<file path="config.mk">
export PLATFORM = sky130hd
export DESIGN_NAME = double_ended_queue_ring_top
export DESIGN_NICKNAME = d
export VERILOG_FILES = /design/src/rtl/deq_pkg.sv /design/src/rtl/double_ended_queue_ring_top.sv /design/src/rtl/deq_step.sv /design/src/rtl/deq_slot_ram.sv
export SDC_FILE = /design/constraint.sdc
export NUM_CORES = 1
export LEC_CHECK = 0
export ABC_AREA = 1
export BUFFER_PORTS_ARGS = -buffer_cell sky130_fd_sc_hd__buf_4
export CAP_MARGIN = 10
export CORE_MARGIN = 3
export CORE_UTILIZATION = 30
export DETAILED_ROUTE_END_ITERATION = 16
export PLACE_DENSITY = 0.58
export SYNTH_ARGS = -nofsm -noshare
export SYNTH_HDL_FRONTEND = slang
export SYNTH_SLANG_ARGS = --single-unit
export TNS_END_PERCENT = 10
</file>
<file path="constraint.sdc">
create_clock -name clk -period 4.3 [get_ports clk]
set_input_delay 0.215 -clock clk [delete_from_list [all_inputs] [get_ports clk]]
set_output_delay 0.215 -clock clk [all_outputs]
set_load 0.02 [all_outputs]
</file>
<file path="src/rtl/deq_pkg.sv">
// Shared constants and codes for the ring-buffer double-ended queue.
`default_nettype none
package deq_pkg;

  localparam int MAX_DEPTH = 16;
  localparam int IDX_W     = $clog2(MAX_DEPTH);
  localparam int CNT_W     = $clog2(MAX_DEPTH + 1);
  localparam int CAP_IN_W  = 5;
  localparam int ACT_W     = 3;
  localparam int STAT_W    = 2;
  localparam int DATA_W    = 32;

  localparam int CAP_RESET_INT = (16 < MAX_DEPTH) ? 16 : MAX_DEPTH;
  localparam logic [CNT_W-1:0] CAP_RESET = CNT_W'(CAP_RESET_INT);
  localparam logic [CNT_W-1:0] CAP_MAX   = CNT_W'(MAX_DEPTH);

  localparam logic [ACT_W-1:0] ACT_PUSH_FRONT = 3'd0;
  localparam logic [ACT_W-1:0] ACT_PUSH_REAR  = 3'd1;
  localparam logic [ACT_W-1:0] ACT_DROP_FRONT = 3'd2;
  localparam logic [ACT_W-1:0] ACT_DROP_REAR  = 3'd3;
  localparam logic [ACT_W-1:0] ACT_READ_OUT   = 3'd4;

  localparam logic [STAT_W-1:0] STAT_OK    = 2'd0;
  localparam logic [STAT_W-1:0] STAT_FULL  = 2'd1;
  localparam logic [STAT_W-1:0] STAT_EMPTY = 2'd2;

endpackage
`default_nettype wire

</file>
<file path="src/rtl/double_ended_queue_ring_top.sv">
// Top level of the ring-buffer double-ended queue with its control sequencer.
//
// A request is taken when in_valid is high and in_stall is low; in_stall stays
// high while the sequencer works on a request. A push or drop is accepted,
// then makes one pass through the shared index unit and gives one result. A
// readout of N stored entries gives N results: for each entry the sequencer
// steps the walk pointer and issues the slot read, then moves the registered
// read data into the output register. An empty readout and action codes 5 to
// 7 give no result. One output register holds the pending result, so the
// final result of a request may wait on out_stall while the next request is
// already accepted. Writing the capacity register while idle empties the
// queue; slot contents are kept.
`default_nettype none
module double_ended_queue_ring_top (
  input  wire logic                                clk,
  input  wire logic                                rst_n,
  input  wire logic                                cfg_wr_en,
  input  wire logic        [deq_pkg::CAP_IN_W-1:0] cfg_capacity_in_use,
  input  wire logic                                in_valid,
  output logic                                     in_stall,
  input  wire logic        [deq_pkg::ACT_W-1:0]    in_action,
  input  wire logic signed [deq_pkg::DATA_W-1:0]   in_item_value,
  output logic                                     out_valid,
  input  wire logic                                out_stall,
  output logic             [deq_pkg::STAT_W-1:0]   out_status,
  output logic signed      [deq_pkg::DATA_W-1:0]   out_element_value,
  output logic             [deq_pkg::CNT_W-1:0]    out_entry_count,
  output logic                                     out_last
);

  typedef enum logic [1:0] {
    ST_IDLE,
    ST_EXEC,
    ST_RD_ISSUE,
    ST_RD_EMIT
  } state_t;

  state_t                              state_r;
  logic        [deq_pkg::CNT_W-1:0]    cap_r;
  logic        [deq_pkg::IDX_W-1:0]    front_r;
  logic        [deq_pkg::IDX_W-1:0]    rear_r;
  logic        [deq_pkg::CNT_W-1:0]    count_r;
  logic        [deq_pkg::ACT_W-1:0]    act_r;
  logic signed [deq_pkg::DATA_W-1:0]   value_r;
  logic        [deq_pkg::IDX_W-1:0]    walk_r;
  logic        [deq_pkg::CNT_W-1:0]    rem_r;

  logic                                out_valid_r;
  logic        [deq_pkg::STAT_W-1:0]   out_status_r;
  logic signed [deq_pkg::DATA_W-1:0]   out_value_r;
  logic        [deq_pkg::CNT_W-1:0]    out_count_r;
  logic                                out_last_r;

  logic        [deq_pkg::IDX_W-1:0]    step_idx;
  logic                                step_up;
  logic        [deq_pkg::IDX_W-1:0]    step_out;
  logic                                out_free;
  logic                                is_front_op;
  logic                                is_push;
  logic                                is_drop;
  logic                                mem_we;
  logic                                mem_re;
  logic signed [deq_pkg::DATA_W-1:0]   mem_rdata;
  logic        [deq_pkg::CNT_W-1:0]    cap_clamped;
  logic        [deq_pkg::CNT_W-1:0]    cfg_ext;
  logic        [deq_pkg::CNT_W-1:0]    count_dec;

  assign out_free    = !out_valid_r || !out_stall;
  assign in_stall    = (state_r != ST_IDLE);
  assign is_front_op = (act_r == deq_pkg::ACT_PUSH_FRONT) || (act_r == deq_pkg::ACT_DROP_FRONT);
  assign is_push     = (act_r == deq_pkg::ACT_PUSH_FRONT) || (act_r == deq_pkg::ACT_PUSH_REAR);
  assign is_drop     = (act_r == deq_pkg::ACT_DROP_FRONT) || (act_r == deq_pkg::ACT_DROP_REAR);
  assign count_dec   = count_r - deq_pkg::CNT_W'(1);

  // The walk pointer always moves up; updates step front or rear by action.
  always_comb begin
    if (state_r == ST_RD_ISSUE) begin
      step_idx = walk_r;
      step_up  = 1'b1;
    end else begin
      step_idx = is_front_op ? front_r : rear_r;
      step_up  = (act_r == deq_pkg::ACT_PUSH_FRONT) || (act_r == deq_pkg::ACT_DROP_REAR);
    end
  end

  deq_step u_step (
    .idx     (step_idx),
    .cap     (cap_r),
    .up      (step_up),
    .idx_out (step_out)
  );

  assign mem_we = (state_r == ST_EXEC) && out_free && is_push && (count_r < cap_r);
  assign mem_re = (state_r == ST_RD_ISSUE);

  deq_slot_ram u_ram (
    .clk   (clk),
    .we    (mem_we),
    .waddr (step_out),
    .wdata (value_r),
    .re    (mem_re),
    .raddr (walk_r),
    .rdata (mem_rdata)
  );

  always_comb begin
    cfg_ext = deq_pkg::CNT_W'(cfg_capacity_in_use);
    if (cfg_capacity_in_use == '0) begin
      cap_clamped = deq_pkg::CNT_W'(1);
    end else if (cfg_ext > deq_pkg::CAP_MAX) begin
      cap_clamped = deq_pkg::CAP_MAX;
    end else begin
      cap_clamped = cfg_ext;
    end
  end

  always_ff @(posedge clk) begin
    if (!rst_n) begin
      state_r     <= ST_IDLE;
      cap_r       <= deq_pkg::CAP_RESET;
      front_r     <= deq_pkg::IDX_W'(deq_pkg::CAP_RESET - deq_pkg::CNT_W'(1));
      rear_r      <= '0;
      count_r     <= '0;
      out_valid_r <= 1'b0;
    end else begin
      if (out_valid_r && !out_stall) begin
        out_valid_r <= 1'b0;
      end
      unique case (state_r)
        ST_IDLE: begin
          if (cfg_wr_en) begin
            cap_r   <= cap_clamped;
            front_r <= deq_pkg::IDX_W'(cap_clamped - deq_pkg::CNT_W'(1));
            rear_r  <= '0;
            count_r <= '0;
          end
          if (in_valid) begin
            act_r   <= in_action;
            value_r <= in_item_value;
            state_r <= ST_EXEC;
          end
        end
        ST_EXEC: begin
          if (act_r == deq_pkg::ACT_READ_OUT) begin
            walk_r  <= rear_r;
            rem_r   <= count_r;
            state_r <= (count_r == '0) ? ST_IDLE : ST_RD_ISSUE;
          end else if (!is_push && !is_drop) begin
            state_r <= ST_IDLE;
          end else if (out_free) begin
            out_valid_r  <= 1'b1;
            out_value_r  <= '0;
            out_last_r   <= 1'b1;
            out_status_r <= deq_pkg::STAT_OK;
            out_count_r  <= count_r;
            state_r      <= ST_IDLE;
            if (is_push) begin
              if (count_r >= cap_r) begin
                out_status_r <= deq_pkg::STAT_FULL;
              end else begin
                count_r     <= count_r + deq_pkg::CNT_W'(1);
                out_count_r <= count_r + deq_pkg::CNT_W'(1);
                if (is_front_op) begin
                  front_r <= step_out;
                  if (count_r == '0) begin
                    rear_r <= step_out;
                  end
                end else begin
                  rear_r <= step_out;
                  if (count_r == '0) begin
                    front_r <= step_out;
                  end
                end
              end
            end else begin
              if (count_r == '0) begin
                out_status_r <= deq_pkg::STAT_EMPTY;
              end else begin
                count_r     <= count_dec;
                out_count_r <= count_dec;
                if (count_dec == '0) begin
                  front_r <= deq_pkg::IDX_W'(cap_r - deq_pkg::CNT_W'(1));
                  rear_r  <= '0;
                end else if (is_front_op) begin
                  front_r <= step_out;
                end else begin
                  rear_r <= step_out;
                end
              end
            end
          end
        end
        ST_RD_ISSUE: begin
          walk_r  <= step_out;
          state_r <= ST_RD_EMIT;
        end
        ST_RD_EMIT: begin
          if (out_free) begin
            out_valid_r  <= 1'b1;
            out_status_r <= deq_pkg::STAT_OK;
            out_value_r  <= mem_rdata;
            out_count_r  <= count_r;
            out_last_r   <= (rem_r == deq_pkg::CNT_W'(1));
            rem_r        <= rem_r - deq_pkg::CNT_W'(1);
            state_r      <= (rem_r == deq_pkg::CNT_W'(1)) ? ST_IDLE : ST_RD_ISSUE;
          end
        end
        default: begin
          state_r <= ST_IDLE;
        end
      endcase
    end
  end

  assign out_valid         = out_valid_r;
  assign out_status        = out_status_r;
  assign out_element_value = out_value_r;
  assign out_entry_count   = out_count_r;
  assign out_last          = out_last_r;

endmodule
`default_nettype wire

</file>
<file path="src/rtl/deq_step.sv">
// Shared ring index unit: steps an index up or down modulo the capacity in use.
`default_nettype none
module deq_step (
  input  wire logic [deq_pkg::IDX_W-1:0] idx,
  input  wire logic [deq_pkg::CNT_W-1:0] cap,
  input  wire logic                      up,
  output logic      [deq_pkg::IDX_W-1:0] idx_out
);

  logic [deq_pkg::CNT_W-1:0] cap_m1;
  logic [deq_pkg::CNT_W-1:0] idx_ext;

  assign cap_m1  = cap - deq_pkg::CNT_W'(1);
  assign idx_ext = deq_pkg::CNT_W'(idx);

  always_comb begin
    if (up) begin
      idx_out = (idx_ext == cap_m1) ? '0 : idx + deq_pkg::IDX_W'(1);
    end else begin
      idx_out = (idx == '0) ? cap_m1[deq_pkg::IDX_W-1:0] : idx - deq_pkg::IDX_W'(1);
    end
  end

endmodule
`default_nettype wire

</file>
<file path="src/rtl/deq_slot_ram.sv">
// Slot storage: one write port and one registered read port.
`default_nettype none
module deq_slot_ram (
  input  wire logic                              clk,
  input  wire logic                              we,
  input  wire logic        [deq_pkg::IDX_W-1:0]  waddr,
  input  wire logic signed [deq_pkg::DATA_W-1:0] wdata,
  input  wire logic                              re,
  input  wire logic        [deq_pkg::IDX_W-1:0]  raddr,
  output logic signed      [deq_pkg::DATA_W-1:0] rdata
);

  logic signed [deq_pkg::DATA_W-1:0] mem [deq_pkg::MAX_DEPTH];

  always_ff @(posedge clk) begin
    if (we) begin
      mem[waddr] <= wdata;
    end
  end

  always_ff @(posedge clk) begin
    if (re) begin
      rdata <= mem[raddr];
    end
  end

endmodule
`default_nettype wire

</file>
## Word level (Yosys, flattened, before mapping)

Memory sizes are Yosys's and may differ from the RTL's. A register that Yosys moved wholly into a read port is not among the register bits.
Index checks and enable logic that the tools add are counted.

| word-level totals | value |
|---|---|
| register bits | 105 |
| memory bits (writable) | 512 |
| output and inout bits | 42 |
| memories kept | 1 |

| cells by class | value |
|---|---|
| add/sub/neg operators | 7 |
| magnitude comparators | 3 |
| equal/unequal tests | 23 |
| mux-type cells | 78 |
| reduce and logical (&&, ||, !) cells | 33 |

Memories:

| memory | words | bits a word | rd ports | clocked after memory_dff | wr ports | RTL line | source |
|---|---|---|---|---|---|---|---|
| u_ram.mem | 16 | 32 | 1 | 1 | 1 | deq_slot_ram.sv:13 | `logic signed [deq_pkg::DATA_W-1:0] mem [deq_pkg::MAX_DEPTH];` |

Operator list:

| operator | number |
|---|---|
| two-way mux 32 bit | 4 |
| two-way mux 4 bit | 27 |
| one-hot mux 32 bit (2 select lines) | 1 |
| two-way mux 5 bit | 12 |
| one-hot mux 5 bit (2 select lines) | 3 |
| two-way mux 2 bit | 12 |
| one-hot mux 4 bit (2 select lines) | 3 |
| AND reduction 9 bit | 2 |
| != test 4 x 3 -> 1 bit (second input constant) | 4 |
| logical NOT 5 bit | 3 |
| subtractor 5 x 1 -> 5 bit (second input constant) | 3 |
| two-way mux 1 bit | 12 |
| != test 2 bit (second input constant) | 6 |
| AND reduction 3 bit | 3 |
| one-hot mux 2 bit (4 select lines) | 1 |
| nonzero test 2 bit | 4 |
| subtractor 4 x 1 -> 4 bit (second input constant) | 2 |
| == test 3 x 2 -> 1 bit (second input constant) | 2 |
| != test 3 bit (second input constant) | 2 |
| AND reduction 6 bit | 1 |
| adder 5 x 1 -> 5 bit (second input constant) | 1 |
| == test 4 x 5 -> 1 bit | 1 |
| == test 5 x 1 -> 1 bit (second input constant) | 1 |
| >= comparator 5 bit | 1 |
| 20 further kinds | 33 |

## Depth between registers and ports, before layout

| logic depth | value |
|---|---|
| depth after elaboration | 15 |
| mapped depth | 17 |

## By module

A second synthesis with hierarchy kept.

| second synthesis, totals | value |
|---|---|
| cell total of the unflattened synthesis | 2683 |
| area, all modules | 28198.3 µm² |

By module, submodules not included:

| module | instances | cells an instance | area each (µm²) | seq. area each (µm²) |
|---|---|---|---|---|
| deq_slot_ram | 1 | 2120 | 23050.9 | 16335.7 |
| double_ended_queue_ring_top | 1 | 487 | 4780.8 | 2942.8 |
| deq_step | 1 | 76 | 366.6 | 0.0 |

## Worst setup path after synthesis

Ideal clock, no wire load.

| timing path | value |
|---|---|
| path kind | register to register |
| start | register state_r[1] |
| end | register out_value_r, in the netlist out_element_value[0] (enable) |
| library setup time | 0.487 ns |
| arrival time | 3.680 ns |
| data required time | 3.813 ns |
| setup slack | 0.133 ns |
| cell stages (with the launch flop) | 7 |
| cells stage by stage | dfxtp_1 -> or2_1 -> buf_2 -> nor2_1 -> inv_1 -> nand2_1 -> nor3_1 |

| between the ends | value |
|---|---|
| cells in the longest elaborated chain, start to end | 3 |
| elaborated cells between the ends (all ways) | 8 |

Ends and longest elaborated chain:

| item | RTL line | source |
|---|---|---|
| start: declaration | double_ended_queue_ring_top.sv:38 | `state_t state_r;` |
| start signal: assignment | double_ended_queue_ring_top.sv:147 | `state_r <= (count_r == '0) ? ST_IDLE : ST_RD_ISSUE;` |
| start signal: assignment | double_ended_queue_ring_top.sv:205 | `state_r <= (rem_r == deq_pkg::CNT_W'(1)) ? ST_IDLE : ST_RD_ISSUE;` |
| == test 2 x 1 -> 1 bit / == test 2 bit (equally long branches) | double_ended_queue_ring_top.sv:129 | `unique case (state_r)` |
| != test 2 bit (no source line) / nonzero test 2 bit (equally long branches) | n/a |  |
| AND reduction 6 bit (no source line) (*) | n/a |  |
| end signal: assignment | double_ended_queue_ring_top.sv:201 | `out_value_r <= mem_rdata;` |
| end: declaration | double_ended_queue_ring_top.sv:50 | `logic signed [deq_pkg::DATA_W-1:0] out_value_r;` |

Mark *: on every way between the ends. The rest lies on a longest branch, timed or not.
A chain may end at the register's enable or synchronous reset.

## Final worst setup path

| timing path | value |
|---|---|
| start | register state_r[1] |
| end | memory u_ram.mem[0][4] (netlist name) (enable) |

| between the ends | value |
|---|---|
| cells in the longest elaborated chain, start to end | 6 |
| elaborated cells between the ends (all ways) | 16 |

Ends and longest elaborated chain:

| item | RTL line |
|---|---|
| parallel branches: the longest is 6 deep, another holds subtractor 4 x 1 -> 4 bit | n/a |
| end: declaration | deq_slot_ram.sv:13 |

Several ways; the timed one is not identified.

==> metrics.md <==
| Metric | Value |
|---|---|
| Place WS | 0.8858 ns |
| Setup ws final | 0.8438 ns |
| CTS tree | done |
| Leading area contributor after synthesis | edfxtp_1 |
| Met3 usage | 2.333% |
| Global-route wire length before repair | between 90 and 100 mm |
| Crit path launch type | flop |
| Lkg Pwr | roughly 11 nW |
| Setup violators final | 0 |
| Initial antenna violation count | 1 |
| GRT busiest layer | met2 |
| Synth async-reset ratio | 0% |
| Gr ovfl total | 0 |
| Total of max-cap violations | 0 |
| Die Wd | 302.7 um |
| Post-DR wirelength/cell | 19.72 um |
| Crit path max fanout | 22 |
| Most frequent cells in the layout | edfxtp_1 (628), inv_1 (211), o21ai_0 (193) |
| Pwr Total | 13.46 mW |
| Vias in the first global route | roughly 16000 |
| Crit. End Element | flop |
| Top cell type's share of synthesized area | 71.40% |
| Worst slew pin tran | just over 1 ns |
| Sequential Power Share | a little over half |
| Met2 usage | between 20% and 30% |
| Drt pass-1 iters | 6 |
| Core ar. | 87020 um^2 |
| Crit. Startpoint | state_r[1] |
| Sequential fraction of the synthesis area | 72.99% |
| Commonest non-fill, non-tap cell in the layout | edfxtp_1 |
| Max Fclk | around 290 MHz |
| Clock Power Share | between 40% and 50% |
| HP Start | cfg_capacity_in_use[2] |
| Final core occ | 35.89% |
| Fin Setup TNS | 0 ns |
| Initial Util | a little under a third |
| Area contributors post-synth | edfxtp_1 (71%), mux2i_1 (4.9%), o211ai_1 (3.7%) |
| Worst r2r src | state_r[1] |
| Internal power | 10.65 mW |
| VDD IR max | 0.2429 mV |
| Comb power frac | 3.4% |
| Sw Pwr | 2.810 mW |
| Placer Congestion | 0.8490 |
| GRT Overall Usage | 13.99% |
| Syn. warnings | 0 |
| WP data arrival | 3.70 ns |
| Post-route ant nets | 0 |
| Num CTS Buffers | 71 |
| PwrDens | 430.9 nW/um^2 |
| Setup Buffers After CTS | 0 |
| CTS resizes | 0 |
| Prevailing post-synth register cell | edfxtp_1 |
| Port Buffer Count | 86 |
| Die ar. | between 90000 and 100000 um^2 |
| Mapped Cells | 1939 |
| Number of flops mapped to enable cells by yosys | 628 |
| Status | finished, final reports clean |
| Mean area per synthesized cell | approximately 14 um^2 |
| Netlist cell types | 38 |
| Root buffer cell | clkbuf_16 |
| Filler Cell Count | 8384 |
| Share of post-route cells with drive strength above 1 | a little over an eighth |
| Clock transition at the registers of the reported paths | 0.06 ns |
| Largest net degree at the start of global routing | about 130 |
| Placed Instance Area | between 20000 and 30000 um^2 |
| Global-route met1 utilization | between 10% and 20% |
| Clock Skew | 0.02079 ns |
| Cell area after layout | 31230 um^2 |
| Clock buffer depth | 3 |
| Sw frac | 20.88% |
| Post-synthesis sequential element count | ~650 |
| Post-route DRC | 0 |
| Area grow syn2layout | 18.24% |
| Final Critical Period | about 3.5 ns |
| Part of the cycle the worst path needs | around 80% |
| Final Slew Violations | 0 |
| Htree depth | 3 |
| Fin. Hold Viols | 0 |
| Cell Area, Synth | 26410 um^2 |
| Iteration-0 DRC Markers | 1500 |
| RSZ-0062 raised after global routing | false |
| Hold Crit Class | input port to flop |
| Worst-Skew Late Latency | 0.60 ns |
| Die height | 302.7 um |
| Syn Nets | about 2000 |
| HPWL after DPL | 39.54 mm |
| I/O Pins | 87 |
| DR vias/cell | 4.796 |
| Rows | between 100 and 150 |
| Clock sink total | 649 |
| Detailed Route WL | around 65 mm |
| Max-slew headroom | 31.00% |
| Number of vias in the routed layout | 15740 |
| Final net count | 2129 |
| WS Path Type | flop to flop |
| Required @ worst endpoint | 4.55 ns |
path summary, 6_finish.rpt:
kind / end / slack, ns / cells after the start
max: u_ram.mem[0][4] / 0.84 / 12
min: cap_r[2] / 0.04 / 5
max reg2reg: u_ram.mem[0][4] / 0.84 / 12
min reg2reg: front_r[1] / 0.47 / 2
state kept, by name, summed over array words and instances (netlist names):
signal	cells
u_ram.mem	512
out_element_value	32
u_ram.rdata	32
value_r	32
cap_r	5
count_r	5
out_entry_count	5
rem_r	5
front_r	4
rear_r	4
walk_r	4
act_r	3
out_status	2
state_r	2
out_last	1
out_valid	1
through the flow:
| stage | hold WS, ns | instances |
|---|---|---|
| 4_1_cts | 0.01216 | 3280 |
| 2_1_floorplan | 0.3136 | 1939 |
| 3_3_place_gp | 0.3951 | 3111 |
| 6_report | 0.04252 | 3281 |
| 5_1_grt | 0.05999 | 3281 |
| 3_5_place_dp | 0.3949 | 3111 |
timing repair:
action,4_1_cts,5_1_grt
hold buffers,41,0
endpoints found under the hold margin,41,0
endpoints found under the setup margin,0,0
critical path, cell delays in order, from the launching register on:
cell	delay, ns
dfxtp_1	0.48
nand2_4	0.19
inv_2	0.34
nand2_1	0.18
nand2_4	0.14
ha_1	0.20
o21ai_0	0.10
a21oi_1	0.22
nor2_4	0.07
nand2_2	0.16
nand2_2	0.18
nor2_4	0.39
buf_4	0.41
kinds of logic after synthesis:
logic type,after synthesis,synth area share [%]
muxes,128,4.851
AOI/OAI and AO/OA,491,10.63
xor gates and xnor gates,11,0.3648
buffers and inverters,322,4.685
and+or+nand+nor,324,5.813
DFF,649,72.99
adders and majority gates,14,0.6632
routing by layer:
metal | up-vias | part of all wire (%)
li1 | 7342 | -
met1 | 7911 | 46
met2 | 410 | 47
met3 | 72 | 5.4
met4 | 0 | 1.6
met5 | - | 0
synth_stat cells, types with 2 or more instances:
| cell | n |
|---|---|
| nand2_4 | 9 |
| clkbuf_1 | 72 |
| o211ai_1 | 130 |
| a21oi_1 | 156 |
| dfxtp_1 | 21 |
| nand3_4 | 2 |
| nor3_1 | 6 |
| nor2_4 | 4 |
| xor2_1 | 7 |
| edfxtp_1 | 628 |
| buf_1 | 8 |
| a211oi_1 | 2 |
| o21ai_2 | 2 |
| nand3_2 | 6 |
| a31oi_1 | 3 |
| nor2_2 | 3 |
| nand4_1 | 5 |
| inv_1 | 213 |
| nand3_1 | 54 |
| ha_1 | 14 |
| nand2_1 | 142 |
| buf_2 | 22 |
| mux2i_1 | 128 |
| o21ai_0 | 193 |
| inv_2 | 5 |
| nand2_2 | 12 |
| xnor2_1 | 4 |
| nor2_1 | 77 |
| o21ai_1 | 2 |
power groups by stage:
stage / sequential (mW) / clock [mW] / combinational, mW
global route: 7.08 / 6.32 / 0.509
CTS: 7.08 / 6.05 / 0.467
floorplan: 7.17 / 0 / 0.245
detailed placement: 7.21 / 0 / 0.433
global placement: 7.20 / 0 / 0.427
finish: 7.07 / 5.92 / 0.461
final cells by class:
class	instances	area (um^2)	area share, %
Tap cell	1155	1445	4.627
Clock inverter	39	356.6	1.142
Multi-Input combinational cell	968	6031	19.31
Timing Repair Buffer	160	1379	4.415
Clock buffer	89	1908	6.110
Antenna cell	1	2.502	0.008013
Inverter	220	829.5	2.656
Sequential cell	649	19280	61.73
No activity file was read; power rests on OpenSTA's default activity.
